<file path="src/hw/rtl/scd_pkg.sv">
`timescale 1ns / 1ps
// ============================================================================
// scd_pkg: shared types and constants
// Types and fixed constants for the signature and checksum deframer.
// ============================================================================
package scd_pkg;

    localparam int BYTE_W     = 8;
    localparam int SIG_W      = 64;
    localparam int SIG_BYTES  = SIG_W / BYTE_W;
    localparam int SIG_IDX_W  = $clog2(SIG_BYTES);
    localparam int APB_ADDR_W = 4;
    localparam int APB_DATA_W = 64;
    localparam int USER_W     = 2;

    // Register index, taken from byte address bit 3 (registers are 8 bytes apart).
    localparam logic REG_SIGNATURE = 1'b0;

    typedef enum logic [1:0] {
        ST_COLLECT,
        ST_DRAIN,
        ST_STATUS
    } t_state;

    typedef struct packed {
        logic take_byte;    // accept a non-final word into the frame state
        logic take_final;   // accept the checksum word and settle the frame
        logic load_data;    // move the next payload byte into the output register
        logic load_status;  // move a status-only result into the output register
    } t_cmd;

    typedef struct packed {
        logic final_ok;     // frame would pass if the current word is the final one
        logic has_payload;  // frame would release at least one payload byte
        logic last_read;    // read pointer stands on the last payload byte
        logic out_free;     // output register can take a result this cycle
    } t_stat;

endpackage

</file>
<file path="src/hw/rtl/scd_ctrl.sv">
`timescale 1ns / 1ps
// ============================================================================
// scd_ctrl: deframer controller
// Collects frame words, then either drains the payload or sends one status
// result, sequencing the datapath through command signals.
// ============================================================================
module scd_ctrl
    import scd_pkg::*;
(
    input  logic  i_clk,
    input  logic  i_rst_n,
    input  logic  i_in_valid,
    input  logic  i_in_last,
    input  t_stat i_stat,
    output logic  o_in_ready,
    output t_cmd  o_cmd
);

    t_state r_state;
    t_state n_state;

    always_ff @(posedge i_clk) begin
        if (!i_rst_n) begin
            r_state <= ST_COLLECT;
        end else begin
            r_state <= n_state;
        end
    end

    always_comb begin
        n_state    = r_state;
        o_in_ready = 1'b0;
        o_cmd      = '0;
        unique case (r_state)
            ST_COLLECT: begin
                o_in_ready = 1'b1;
                if (i_in_valid) begin
                    if (i_in_last) begin
                        o_cmd.take_final = 1'b1;
                        if (i_stat.final_ok && i_stat.has_payload) begin
                            n_state = ST_DRAIN;
                        end else begin
                            n_state = ST_STATUS;
                        end
                    end else begin
                        o_cmd.take_byte = 1'b1;
                    end
                end
            end
            ST_DRAIN: begin
                if (i_stat.out_free) begin
                    o_cmd.load_data = 1'b1;
                    if (i_stat.last_read) begin
                        n_state = ST_COLLECT;
                    end
                end
            end
            ST_STATUS: begin
                if (i_stat.out_free) begin
                    o_cmd.load_status = 1'b1;
                    n_state           = ST_COLLECT;
                end
            end
            default: begin
                n_state = ST_COLLECT;
            end
        endcase
    end

endmodule

</file>
<file path="src/hw/rtl/scd_datapath.sv">
`timescale 1ns / 1ps
// ============================================================================
// scd_datapath: deframer datapath
// Frame counters, running sum, signature check, payload memory and the
// output register.
// ============================================================================
module scd_datapath
    import scd_pkg::*;
#(
    parameter int SIG_LEN   = 2,
    parameter int MAX_FRAME = 64
) (
    input  logic              i_clk,
    input  logic              i_rst_n,
    input  logic [SIG_W-1:0]  i_signature,
    input  logic [BYTE_W-1:0] i_rx_byte,
    input  t_cmd              i_cmd,
    input  logic              i_out_ready,
    output t_stat             o_stat,
    output logic              o_out_valid,
    output logic [BYTE_W-1:0] o_payload_byte,
    output logic              o_data_present,
    output logic              o_run_end,
    output logic              o_frame_status
);

    // Count of non-final words never exceeds MAX_FRAME-1.
    localparam int CNT_W = $clog2(MAX_FRAME);
    localparam logic [CNT_W-1:0] LAST_CNT = CNT_W'(MAX_FRAME - 1);
    localparam logic [CNT_W-1:0] SIG_CNT  = CNT_W'(SIG_LEN);

    logic [BYTE_W-1:0] r_mem [MAX_FRAME];

    logic [CNT_W-1:0]  r_count, n_count;
    logic [BYTE_W-1:0] r_sum, n_sum;
    logic              r_sig_ok, n_sig_ok;
    logic              r_ovf, n_ovf;
    logic [CNT_W-1:0]  r_len;
    logic [CNT_W-1:0]  r_rd_ptr;
    logic              r_ok;

    logic              r_out_valid;
    logic [BYTE_W-1:0] r_out_data;
    logic              r_out_present;
    logic              r_out_last;
    logic              r_out_status;

    logic              in_sig;
    logic [SIG_IDX_W-1:0] sig_idx;
    logic [BYTE_W-1:0] sig_byte;
    logic [CNT_W-1:0]  wr_ptr;
    logic              wr_en;
    logic [CNT_W-1:0]  final_len;

    assign in_sig    = int'(r_count) < SIG_LEN;
    assign sig_idx   = SIG_IDX_W'(r_count);
    assign sig_byte  = i_signature[BYTE_W*sig_idx +: BYTE_W];
    assign wr_ptr    = r_count - SIG_CNT;
    assign final_len = r_count - SIG_CNT;
    assign wr_en     = i_cmd.take_byte && !r_ovf && (r_count != LAST_CNT) && !in_sig;

    assign o_stat.final_ok    = !r_ovf && !in_sig && r_sig_ok && (i_rx_byte == r_sum);
    assign o_stat.has_payload = final_len != '0;
    assign o_stat.last_read   = r_rd_ptr == (r_len - CNT_W'(1));
    assign o_stat.out_free    = !r_out_valid || i_out_ready;

    always_comb begin
        n_count  = r_count;
        n_sum    = r_sum;
        n_sig_ok = r_sig_ok;
        n_ovf    = r_ovf;
        if (i_cmd.take_final) begin
            n_count  = '0;
            n_sum    = '0;
            n_sig_ok = 1'b1;
            n_ovf    = 1'b0;
        end else if (i_cmd.take_byte && !r_ovf) begin
            if (r_count == LAST_CNT) begin
                n_ovf = 1'b1;
            end else begin
                if (in_sig && (i_rx_byte != sig_byte)) begin
                    n_sig_ok = 1'b0;
                end
                n_sum   = r_sum + i_rx_byte;
                n_count = r_count + CNT_W'(1);
            end
        end
    end

    always_ff @(posedge i_clk) begin
        if (!i_rst_n) begin
            r_count     <= '0;
            r_sum       <= '0;
            r_sig_ok    <= 1'b1;
            r_ovf       <= 1'b0;
            r_out_valid <= 1'b0;
            r_rd_ptr    <= '0;
        end else begin
            r_count  <= n_count;
            r_sum    <= n_sum;
            r_sig_ok <= n_sig_ok;
            r_ovf    <= n_ovf;
            if (i_cmd.take_final) begin
                r_rd_ptr <= '0;
            end else if (i_cmd.load_data) begin
                r_rd_ptr <= r_rd_ptr + CNT_W'(1);
            end
            if (i_cmd.load_data || i_cmd.load_status) begin
                r_out_valid <= 1'b1;
            end else if (i_out_ready) begin
                r_out_valid <= 1'b0;
            end
        end
    end

    // Payload memory; its registered read port is the output data register.
    always_ff @(posedge i_clk) begin
        if (wr_en) begin
            r_mem[wr_ptr] <= i_rx_byte;
        end
        if (i_cmd.load_data) begin
            r_out_data <= r_mem[r_rd_ptr];
        end else if (i_cmd.load_status) begin
            r_out_data <= '0;
        end
    end

    always_ff @(posedge i_clk) begin
        if (i_cmd.take_final) begin
            r_len <= final_len;
            r_ok  <= o_stat.final_ok;
        end
        if (i_cmd.load_data) begin
            r_out_present <= 1'b1;
            r_out_last    <= o_stat.last_read;
            r_out_status  <= 1'b0;
        end else if (i_cmd.load_status) begin
            r_out_present <= 1'b0;
            r_out_last    <= 1'b1;
            r_out_status  <= !r_ok;
        end
    end

    assign o_out_valid    = r_out_valid;
    assign o_payload_byte = r_out_data;
    assign o_data_present = r_out_present;
    assign o_run_end      = r_out_last;
    assign o_frame_status = r_out_status;

endmodule

</file>
<file path="src/hw/rtl/signature_checksum_deframer.sv">
`timescale 1ns / 1ps
// ============================================================================
// signature_checksum_deframer: frame sync word and additive checksum deframer
// Checks the leading signature bytes and the mod-256 checksum of each frame
// and releases the payload bytes of good frames.
// ============================================================================
//  channel  | direction | fields (lowest bit first)
//  s_axis   | in        | tdata: rx_byte; tlast: final_byte
//  m_axis   | out       | tdata: payload_byte; tuser: data_present, frame_status;
//           |           | tlast: run_end
//  apb      | in        | signature register at byte address 0, 64-bit data
//
// Non-final words and the final word are accepted while s_axis_tready is high.
// The frame then gives one result per cycle while m_axis does not stall, from the
// payload memory read port (or a single status result), and s_axis_tready stays low
// until the last result is loaded. A stall on m_axis holds the output register
// and the drain. Reset is synchronous and clears the frame state at once.
// ============================================================================
module signature_checksum_deframer
    import scd_pkg::*;
#(
    parameter int SIG_LEN   = 2,
    parameter int MAX_FRAME = 64
) (
    input  logic                  i_clk,
    input  logic                  i_rst_n,
    input  logic                  s_axis_tvalid,
    output logic                  s_axis_tready,
    input  logic [BYTE_W-1:0]     s_axis_tdata,   // [7:0] rx_byte
    input  logic                  s_axis_tlast,   // final_byte
    output logic                  m_axis_tvalid,
    input  logic                  m_axis_tready,
    output logic [BYTE_W-1:0]     m_axis_tdata,   // [7:0] payload_byte
    output logic [USER_W-1:0]     m_axis_tuser,   // [0] data_present, [1] frame_status
    output logic                  m_axis_tlast,   // run_end
    input  logic                  psel,
    input  logic                  penable,
    input  logic                  pwrite,
    input  logic [APB_ADDR_W-1:0] paddr,
    input  logic [APB_DATA_W-1:0] pwdata,
    output logic [APB_DATA_W-1:0] prdata,
    output logic                  pready
);

    logic [SIG_W-1:0] r_signature;
    logic             reg_sel;
    t_cmd             cmd;
    t_stat            stat;

    assign pready  = 1'b1;
    assign reg_sel = paddr[3] == REG_SIGNATURE;
    assign prdata  = reg_sel ? r_signature : '0;

    always_ff @(posedge i_clk) begin
        if (!i_rst_n) begin
            r_signature <= '0;
        end else if (psel && penable && pwrite && pready && reg_sel) begin
            r_signature <= pwdata;
        end
    end

    scd_ctrl u_ctrl (
        .i_clk      (i_clk),
        .i_rst_n    (i_rst_n),
        .i_in_valid (s_axis_tvalid),
        .i_in_last  (s_axis_tlast),
        .i_stat     (stat),
        .o_in_ready (s_axis_tready),
        .o_cmd      (cmd)
    );

    scd_datapath #(
        .SIG_LEN   (SIG_LEN),
        .MAX_FRAME (MAX_FRAME)
    ) u_datapath (
        .i_clk          (i_clk),
        .i_rst_n        (i_rst_n),
        .i_signature    (r_signature),
        .i_rx_byte      (s_axis_tdata),
        .i_cmd          (cmd),
        .i_out_ready    (m_axis_tready),
        .o_stat         (stat),
        .o_out_valid    (m_axis_tvalid),
        .o_payload_byte (m_axis_tdata),
        .o_data_present (m_axis_tuser[0]),
        .o_run_end      (m_axis_tlast),
        .o_frame_status (m_axis_tuser[1])
    );

endmodule

</file>
<file path="config.mk">
export PLATFORM = sky130hd
export DESIGN_NAME = signature_checksum_deframer
export DESIGN_NICKNAME = d
export VERILOG_FILES = /design/src/hw/rtl/scd_pkg.sv /design/src/hw/rtl/scd_ctrl.sv /design/src/hw/rtl/scd_datapath.sv /design/src/hw/rtl/signature_checksum_deframer.sv
export SDC_FILE = /design/constraint.sdc
export NUM_CORES = 1
export LEC_CHECK = 0
export ABC_AREA = 1
export BUFFER_PORTS_ARGS = -buffer_cell sky130_fd_sc_hd__buf_2
export CAP_MARGIN = 40
export CELL_PAD_IN_SITES_DETAIL_PLACEMENT = 0
export CELL_PAD_IN_SITES_GLOBAL_PLACEMENT = 1
export CORE_UTILIZATION = 39
export DETAILED_ROUTE_END_ITERATION = 8
export GPL_TIMING_DRIVEN = 0
export PLACE_DENSITY_LB_ADDON = 0.1
export SLEW_MARGIN = 20
export SYNTH_ARGS = -nofsm -noshare
export SYNTH_HDL_FRONTEND = slang
export SYNTH_HIERARCHICAL = 1
export SYNTH_SLANG_ARGS = --single-unit
</file>
<file path="constraint.sdc">
create_clock -name i_clk -period 3.8 [get_ports i_clk]
set_input_delay 0.76 -clock i_clk [delete_from_list [all_inputs] [get_ports i_clk]]
set_output_delay 0.76 -clock i_clk [all_outputs]
set_load 0.005 [all_outputs]
</file>
==> metrics.cfg <==
[setup_path]
rrSetupSlack_ps = 250
path_cells = buf_2 -> clkinv_1 -> ha_1 -> nand3_1 -> xor2_1 -> inv_2 -> nor2_1 -> nand2_1 -> nor2_1
slowest_delay_ps = 760
crit_path_top_delay_cell = nor2_1
crit_path_end_kind = register
crit_path_end = u_datapath/r_mem[5][1]$_DFFE_PP_
cp-start-kind = register
cp_data_arrival_time_ps = 3780
rr_worst_depth = 9
worstSetupPathType = reg2reg
path_common_cell = nor2_1
timing.rr.end = u_datapath/r_mem[5][1]$_DFFE_PP_
crit_fanout = 11
worstPathRequired_ps = 4030
cp-startpoint = u_datapath/r_count[2]$_SDFFE_PP0P_
r2r_start = u_datapath/r_count[2]$_SDFFE_PP0P_

[floorplan]
pin_count = 162
die_h_um = 268
coreArea_um2 = 70000
die-area_um2 = 71900
num_rows = 97
die-width_um = 268
start_util_pct = 39.4

[detailed_routing]
drtIter0Drc = 2167
antenna_left = 0
drt_pass1_iterations = 6
drc = 0
viasPerCell = 5.18
vias = 21300
drt-wirelength-per-cell_um = 23.2
wirelength_um = 95700

[final_layout]
drive_above_1_share_pct = 14.6
final_util_pct = 46.6
diodes = 0
layout_commonest_cell = nand2_1
fillers = 6721
nNetsFinal = 3220
areaGrowthSynthToFinish_pct = 18.1
fin_cells = 4116
mostFrequentLayoutCells = 762 x nand2_1, 528 x edfxtp_1, 402 x nand3_1

[grt]
grt_pass1_vias = 20500
antenna_found_initial = 0
track_usage_pct = 26.8
grt_pass1_wl_um = 138000
grt_max_degree = 57
overflow = 0

[sta]
period_share_pct = 93.5
fin_skew_ps = 18.7
layout_setup_ws_ps = 247
drv_slew = 0
relSlewSlack_pct = 40.0
rsz0062_at_grt = false
fin_crit_ps = 3550
worstMarginPinSlew_ps = 899
hold_viol_final = 0
clock.fmax_ghz = 0.281
setup_viol = 0
whs_ps = 411
fin_setup_tns_ps = 0

[placement]
gp_congestion = 0.974
hpwl_um = 70200
dp_slack_ps = 209
portBuffers = 157
dp_cells = 3979

[synthesis]
synth_area_um2 = 27600
ys_async_sr_fraction_pct = 0
ys_warn_count = 6
synth-seq-cells = 625
synth_enable_flop_cells = 528
syn_area_per_cell_um2 = 9.77
synth_cell_types = 35
synth_nets = 2929
synth_top_flop_cell = edfxtp_1
synth_cells = 2828
ys_seq_area_share_pct = 64.4

[hold_path]
hold_class = in2reg

[outcome]
outcome = finished, final reports clean

[pwr]
p_leak_nw = 12.8
p_per_area_nw_per_um2 = 547
vdd_drop_max_uv = 266

[clock_tree]
hold_buffers = 0
htreeDepth = 3
cts.sinks = 625
cts_resized = 0
cts_made_buffers = 71
worstSkewPairLatency_ps = 620
tritoncts = built
clockBufferDepth = 3
cts_setup_buffers = 0
cts.clk_slew.worst_paths_ps = 60
clock-root-buffer = clkbuf_16

[run]
maxCapViolCount = 0

-- registers in the layout (all words and copies together) (netlist names), 2 cells and up, named ones only --
name	cells
u_datapath/r_mem	512
u_datapath/r_len	6
u_ctrl/r_state	2
u_datapath/r_rd_ptr	6
u_datapath/o_payload_byte	8
r_signature	64
u_datapath/r_sum	8
u_datapath/r_count	6
-- power breakdown --
part	switching, mW	leakage, nW	internal [mW]
combinational	2.38	6.12	0.904
clock	2.83	1.12	4.05
sequential	0.0961	5.53	7.59
total	5.31	12.8	12.5
-- worst min path at each step --
| stage | cells after the start | endpoint | slack (ps) | from |
|---|---|---|---|---|
| 6_report | 3 | u_ctrl/r_state[0]$_SDFFE_PN0P_ | 410 | i_rst_n |
| 2_1_floorplan | 1 | u_datapath/o_frame_status$_SDFFE_PP0P_ | 400 | u_datapath/r_ok$_DFFE_PP_ |
| 4_1_cts | 3 | u_ctrl/r_state[0]$_SDFFE_PN0P_ | 390 | i_rst_n |
| 5_1_grt | 3 | u_ctrl/r_state[0]$_SDFFE_PN0P_ | 400 | i_rst_n |
| 3_3_place_gp | 2 | u_datapath/o_data_present$_SDFFE_PP1P_ | 430 | u_datapath/o_data_present$_SDFFE_PP1P_ |
| 3_5_place_dp | 2 | u_datapath/o_data_present$_SDFFE_PP1P_ | 430 | u_datapath/o_data_present$_SDFFE_PP1P_ |
-- cell type report --
cell class	instances	area (um^2)	area share (%)
buffer	159	881	2.70
clock buffer	79	1830	5.60
clock inverter	51	519	1.59
inverter	236	886	2.72
multi-input combinational	1808	8080	24.8
sequential	625	17800	54.6
tap	940	1180	3.61
timing repair buffer	218	1450	4.43
-- synth_stat cells, types with 2 or more instances --
cell        n  share of area [%]
nor3_2      3               0.11
buf_2      62                1.1
xor2_1      9               0.29
clkbuf_1   38               0.52
a21oi_1   117                2.1
nand3_2     4               0.14
buf_4      25               0.68
nor3_1      3              0.054
inv_1     225                3.1
inv_2      10               0.14
o21ai_0    52               0.94
nand4_1     3              0.068
nor2_1    365                5.0
edfxtp_1  528                 57
o31ai_1    32               0.87
o211ai_1    9               0.24
xnor2_1    11               0.35
a31oi_1     2              0.045
nor2_4      5               0.20
nor4_1      3              0.068
ha_1       16               0.72
buf_1      19               0.26
nand2_2     3              0.068
buf_6      15               0.61
nand2_1   762                 10
dfxtp_1    97                7.0
nand3_1   402                7.3
-- kinds of logic after synthesis --
logic type                 after synthesis  share of synthesized area [%]
AOI/OAI and AO/OA                      212                           4.22
xor gates and xnor gates                20                          0.634
adders and majority gates               17                          0.797
buffers and inverters                  395                           6.40
DFF                                    625                           64.4
other                                    1                         0.0136
and+or+nand+nor                       1558                           23.5
-- layer usage --
| metal | track usage (%) | vias to the layer above | wire (um) |
|---|---|---|---|
| met3 | 4.33 | 169 | 6790 |
| met4 | 10.2 | 2 | 3880 |
| met5 | 0.946 | - | 93 |
| met1 | 35.7 | 10300 | 40000 |
| met2 | 43.9 | 847 | 44900 |
| li1 | - | 10000 | - |
-- stage by stage --
| stage | total power [mW] | instance area [um^2] |
|---|---|---|
| final | 17.9 | 32600 |
| after floorplan | 9.68 | 27600 |
| after global placement | 11.0 | 29600 |
| after CTS | 17.9 | 32600 |
| after global routing | 18.5 | 32600 |
| after detailed placement | 11.1 | 30200 |
-- worst max-delay path: cells and delay by family (launching register included) --
family / cells / cell delay [ps]
flip-flops: 1 / 340
XOR/XNOR: 1 / 270
AND/OR/NAND/NOR: 4 / 1450
adder cells (fa/ha/maj): 1 / 380
buffers and inverters: 3 / 730
(Power assumes the default switching activity.)
